==> src/rtl/dit_pkg.sv <==
package dit_pkg;

    // Defaults for the top-level parameters.
    localparam int DefMaxIntervals = 32;
    localparam int DefValueWidth   = 16;

    // Fixed port field widths.
    localparam int FieldW    = 16;
    localparam int CountOutW = 6;
    localparam int OutDataW  = 48;

    // Add status codes.
    typedef enum logic [2:0] {
        ST_PRESENT = 3'd0,
        ST_NEW     = 3'd1,
        ST_EXTEND  = 3'd2,
        ST_MERGE   = 3'd3,
        ST_FULL    = 3'd4
    } t_status;

    // Commands from the controller to the datapath.
    typedef struct packed {
        logic capture;
        logic cmp;
        logic upd;
        logic rotate;
    } t_dp_cmd;

    // Status from the datapath to the controller.
    typedef struct packed {
        logic count_zero;
        logic list_last;
    } t_dp_stat;

endpackage

==> src/rtl/dit_ctrl.sv <==
module dit_ctrl
    import dit_pkg::*;
(
    input  logic     i_clk,
    input  logic     i_rst_n,
    input  logic     i_in_valid,
    input  logic     i_in_mode,
    input  logic     i_out_ready,
    input  t_dp_stat i_stat,
    output logic     o_in_ready,
    output logic     o_out_valid,
    output t_dp_cmd  o_cmd
);

    typedef enum logic [4:0] {
        S_IDLE    = 5'b00001,
        S_CMP     = 5'b00010,
        S_UPD     = 5'b00100,
        S_ADD_OUT = 5'b01000,
        S_LIST    = 5'b10000
    } t_state;

    t_state r_state;
    t_state n_state;

    // Next-state and command decode.
    always_comb begin
        n_state        = r_state;
        o_cmd          = '0;
        o_in_ready     = 1'b0;
        o_out_valid    = 1'b0;
        case (r_state)
            S_IDLE: begin
                o_in_ready  = 1'b1;
                o_cmd.capture = i_in_valid;
                if (i_in_valid) begin
                    n_state = i_in_mode ? S_LIST : S_CMP;
                end
            end
            S_CMP: begin
                o_cmd.cmp = 1'b1;
                n_state   = S_UPD;
            end
            S_UPD: begin
                o_cmd.upd = 1'b1;
                n_state   = S_ADD_OUT;
            end
            S_ADD_OUT: begin
                o_out_valid = 1'b1;
                if (i_out_ready) begin
                    n_state = S_IDLE;
                end
            end
            S_LIST: begin
                o_out_valid  = 1'b1;
                // Each delivered interval rotates the table by one entry.
                o_cmd.rotate = i_out_ready && !i_stat.count_zero;
                if (i_out_ready && (i_stat.count_zero || i_stat.list_last)) begin
                    n_state = S_IDLE;
                end
            end
            default: begin
                n_state = S_IDLE;
            end
        endcase
    end

    // State register.
    always_ff @(posedge i_clk) begin
        if (!i_rst_n) begin
            r_state <= S_IDLE;
        end else begin
            r_state <= n_state;
        end
    end

endmodule

==> config.mk <==
export PLATFORM = sky130hd
export DESIGN_NAME = dit_ctrl
export DESIGN_NICKNAME = d
export VERILOG_FILES = /design/src/rtl/dit_pkg.sv /design/src/rtl/dit_ctrl.sv
export SDC_FILE = /design/constraint.sdc
export NUM_CORES = 1
export LEC_CHECK = 0
export BUFFER_PORTS_ARGS = -buffer_cell sky130_fd_sc_hd__buf_2
export CAP_MARGIN = 10
export CORE_AREA = 2 2 39 41
export CTS_BUF_LIST = sky130_fd_sc_hd__clkbuf_4
export DETAILED_ROUTE_END_ITERATION = 6
export DIE_AREA = 0 0 41 43
export SYNTH_ARGS = -nofsm -noshare
export SYNTH_HDL_FRONTEND = slang
export SYNTH_SLANG_ARGS = --single-unit
==> constraint.sdc <==
create_clock -name i_clk -period 4.1 [get_ports i_clk]
set_clock_uncertainty 0.15 [all_clocks]
set_input_delay 0.615 -clock i_clk [delete_from_list [all_inputs] [get_ports i_clk]]
set_output_delay 0.615 -clock i_clk [all_outputs]
set_load 0.02 [all_outputs]
==> results_tabular.tex <==
\begin{tabular}{lr}
\hline
Metric & Value \\
\hline
\multicolumn{2}{l}{\textbf{Status}} \\
Status & finished, final reports clean \\
\multicolumn{2}{l}{\textbf{Detailed routing}} \\
Metal2 WL & 305 um \\
Number of detailed-routing iterations run before antenna repair & 4 \\
Met3 WL post-DR & 70 um \\
Routed length per instance & 10.6 um \\
Highest routed metal layer & met3 \\
Post-DRT Antenna Nets & 0 \\
Final routed DRC violation total & 0 \\
Wire length the detailed router placed on met1 & 325 um \\
Via count & 319 \\
Starting DRT DRC Count & 8 \\
Routed Wire Length & 701 um \\
Detailed-route vias per instance & 4.83 \\
\multicolumn{2}{l}{\textbf{Power and ir drop}} \\
Leakage component of the power & 0.195 nW \\
Power density over cell area & 366 mW/mm\^{}2 \\
Post-layout power & 0.155 mW \\
Peak supply drop & 0.000184 V \\
\multicolumn{2}{l}{\textbf{Logic synthesis}} \\
Top FF cell, synth & sky130\_fd\_sc\_hd\_\_dfxtp\_1 \\
Proportion of register bits with asynchronous set or reset after synthesis & 0\% \\
Sequential cell area fraction in the yosys report & 29.5\% \\
Synth Register Bits & 5 \\
Most frequent cell after synthesis & sky130\_fd\_sc\_hd\_\_dfxtp\_1 \\
Post-synthesis instance total & 37 \\
Leading post-synthesis cells by cell area & sky130\_fd\_sc\_hd\_\_dfxtp\_1 30\%, sky130\_fd\_sc\_hd\_\_and4b\_1 5.9\%, sky130\_fd\_sc\_hd\_\_and3\_1 5.5\% \\
Dominant cell type by area after synthesis & sky130\_fd\_sc\_hd\_\_dfxtp\_1 \\
Syn Std Cell Area & 339 um\^{}2 \\
Average footprint of a synthesized cell & 9.16 um\^{}2 \\
Net Count, Synth & 44 \\
Distinct cell type count of the synthesized netlist & 24 \\
Count of flip-flops with a built-in enable after synthesis & 0 \\
Most used standard cells in the synthesized netlist & 5 x sky130\_fd\_sc\_hd\_\_dfxtp\_1, 3 x sky130\_fd\_sc\_hd\_\_and3\_1, 3 x sky130\_fd\_sc\_hd\_\_nor2\_1 \\
Warnings, synthesis & 0 \\
Area share of the largest cell type after synthesis & 29.5\% \\
\multicolumn{2}{l}{\textbf{Placed design}} \\
Pre-CTS setup slack & 2.15 ns \\
GPL Wtd Cong & 0.709 \\
Count of placed standard cells including taps & 62 \\
Post-detailed-placement half-perimeter wirelength & 522 um \\
Post-placement cell area & 393 um\^{}2 \\
\# port buffers & 12 \\
\multicolumn{2}{l}{\textbf{Critical path}} \\
CP peak stage delay & 0.37 ns \\
Arrival time at the worst endpoint & 1.44 ns \\
Kind of start point of the critical path & register \\
Launch point of the worst reg-to-reg path & r\_state[0] \\
Depth of the worst register-to-register path & 3 \\
Worst-case register-to-register setup slack & 2.70 ns \\
Element type at the critical path end & output pin \\
Reg-to-Reg End & r\_state[0] \\
Largest fanout of any net on the critical path & 7 \\
Bufs and invs on worst path & 1 \\
Ordered list of cells on the worst path & nor3\_2, nand3b\_1, nor3b\_1, buf\_2 \\
Kind of cell adding the most delay to the critical path & simple AND/OR/NAND/NOR gates \\
Type of the setup path with the least slack & register to output pin \\
Library cell contributing the largest single delay on the critical path & sky130\_fd\_sc\_hd\_\_dfxtp\_1 \\
Worst endpoint required time & 3.34 ns \\
\multicolumn{2}{l}{\textbf{Final layout}} \\
Count of nets after finishing & 58 \\
Final design area excluding fillers & 423 um\^{}2 \\
Layout overhead on the synthesized area & 24.7\% \\
Area taken by multi-input logic gates & 213 um\^{}2 \\
Layout Utilization & 30.6\% \\
Register bank with the most flops & r\_state \\
Number of flip-flops under the largest register name & 5 \\
Antenna Cells & 0 \\
Number of fill cells & 155 \\
FF+latch area & 100 um\^{}2 \\
Share of cells above drive strength 1 & 38.0\% \\
Fin cells & 66 \\
Largest registers in the final layout & r\_state: 5 flops \\
\multicolumn{2}{l}{\textbf{Clock network}} \\
Max H-tree Level & 1 \\
Hold-fix buffers at CTS & 0 \\
Clock transition time at the flip-flop clock pins of the worst setup and hold paths & 0.04 ns \\
Count of buffers added by post-CTS timing repair for setup & 0 \\
Clock Sink Count & 5 \\
CTS tree & yes \\
Number of gates resized after CTS & 0 \\
Number of clock buffers inserted by TritonCTS & 3 \\
Clock Root Buffer & sky130\_fd\_sc\_hd\_\_clkbuf\_4 \\
Number of buffers on the longest clock path & 2 \\
Clock insertion delay at the later pin of the skew report & 0.24 ns \\
\multicolumn{2}{l}{\textbf{Worst hold path}} \\
Hold Path Depth & 2 \\
Hold Crit Start & i\_rst\_n \\
Worst min path class & input port to register \\
Worst-case hold path end point & r\_state[0] \\
\multicolumn{2}{l}{\textbf{STA}} \\
Post-Route Hold Slack & 0.455 ns \\
Ratio of final minimum period to clock period & 53.9\% \\
Min Tclk post-route & 2.21 ns \\
Final setup vio count & 0 \\
Number of hold-slack violations in the final timing report & 0 \\
Setup TNS Final & 0 ns \\
Transition time at the pin with the least slew margin & 0.311 ns \\
Max-slew headroom at the worst pin & 79.1\% \\
Number of pins exceeding their max-slew limit in the final report & 0 \\
Highest achievable clock rate & 453 MHz \\
Setup slack of the critical path after layout & 1.89 ns \\
RSZ-0062 raised after global routing & false \\
\multicolumn{2}{l}{\textbf{Die}} \\
Starting Density & 24.5\% \\
Horiz. Die Dim & 41 um \\
Num ports & 13 \\
Area of the die & 0.00176 mm\^{}2 \\
Core Rows & 14 \\
Core Area & 0.00138 mm\^{}2 \\
Vertical extent of the die & 43 um \\
\multicolumn{2}{l}{\textbf{Global route}} \\
Largest net degree at the start of global routing & 10 \\
Initial antenna violation count & 0 \\
Wire length of the first global-routing pass & 1.17 mm \\
Total congestion overflow after global routing & 0 \\
Total track usage & 10.5\% \\
Via count of the first global-routing pass & 313 \\
\multicolumn{2}{l}{\textbf{Job}} \\
Maximum Capacitance Violations & 0 \\
\hline
\end{tabular}
## cell families after synthesis
kind of cell | Yosys count | share of synthesized area [%]
DFF | 5 | 29.5
buffers and inverters | 3 | 7.75
muxes | 1 | 2.95
xor gates and xnor gates | 2 | 5.17
AOI/OAI and AO/OA | 5 | 10.7
and+or+nand+nor | 21 | 43.9
## final cells by class
cell class                      instances  share of cell area (%)
Multi-Input combinational cell         29                    50.3
Tap cell                               16                    4.73
Timing Repair Buffer                   12                    14.2
Sequential cell                         5                    23.7
Clock buffer                            4                    7.10
## how the worst max path moves through the flow
stage | start | endpoint | cells after the start
finish | r_state[1] | o_cmd[0] | 4
global route | r_state[1] | o_cmd[0] | 4
CTS | r_state[1] | o_cmd[0] | 4
detailed placement | r_state[1] | o_cmd[0] | 4
global placement | r_state[1] | o_cmd[0] | 4
floorplan | r_state[2] | o_cmd[0] | 4
## power breakdown
group,switching [mW],total [mW],internal (mW),leakage [nW]
sequential,0.00600,0.0576,0.0516,0.0408
clock,0.0210,0.0645,0.0434,0.0184
combinational,0.0157,0.0328,0.0172,0.136
total,0.0427,0.155,0.112,0.195
## routing by layer
layer	global-route usage, %	vias up
li1	-	164
met5	0	-
met1	12.0	139
met2	13.4	16
met3	9.42	0
met4	4.00	0
## cells in the final DEF (no fill, tap or decap), drive strengths merged
cell type and count:
o311ai 1, or4 1, mux2i 1, o211a 1, and4 1, buf 12, clkbuf 4, and3 3
xnor2 1, dfxtp 5, nor3b 1, o21ai 2, xor2 1, nand2b 1, and3b 1, nor2b 1
nor2 4, o21a 1, and2 2, nor4 1, nand3b 2, nor3 1, and4b 2
No activity file was read; power rests on OpenSTA's default activity.
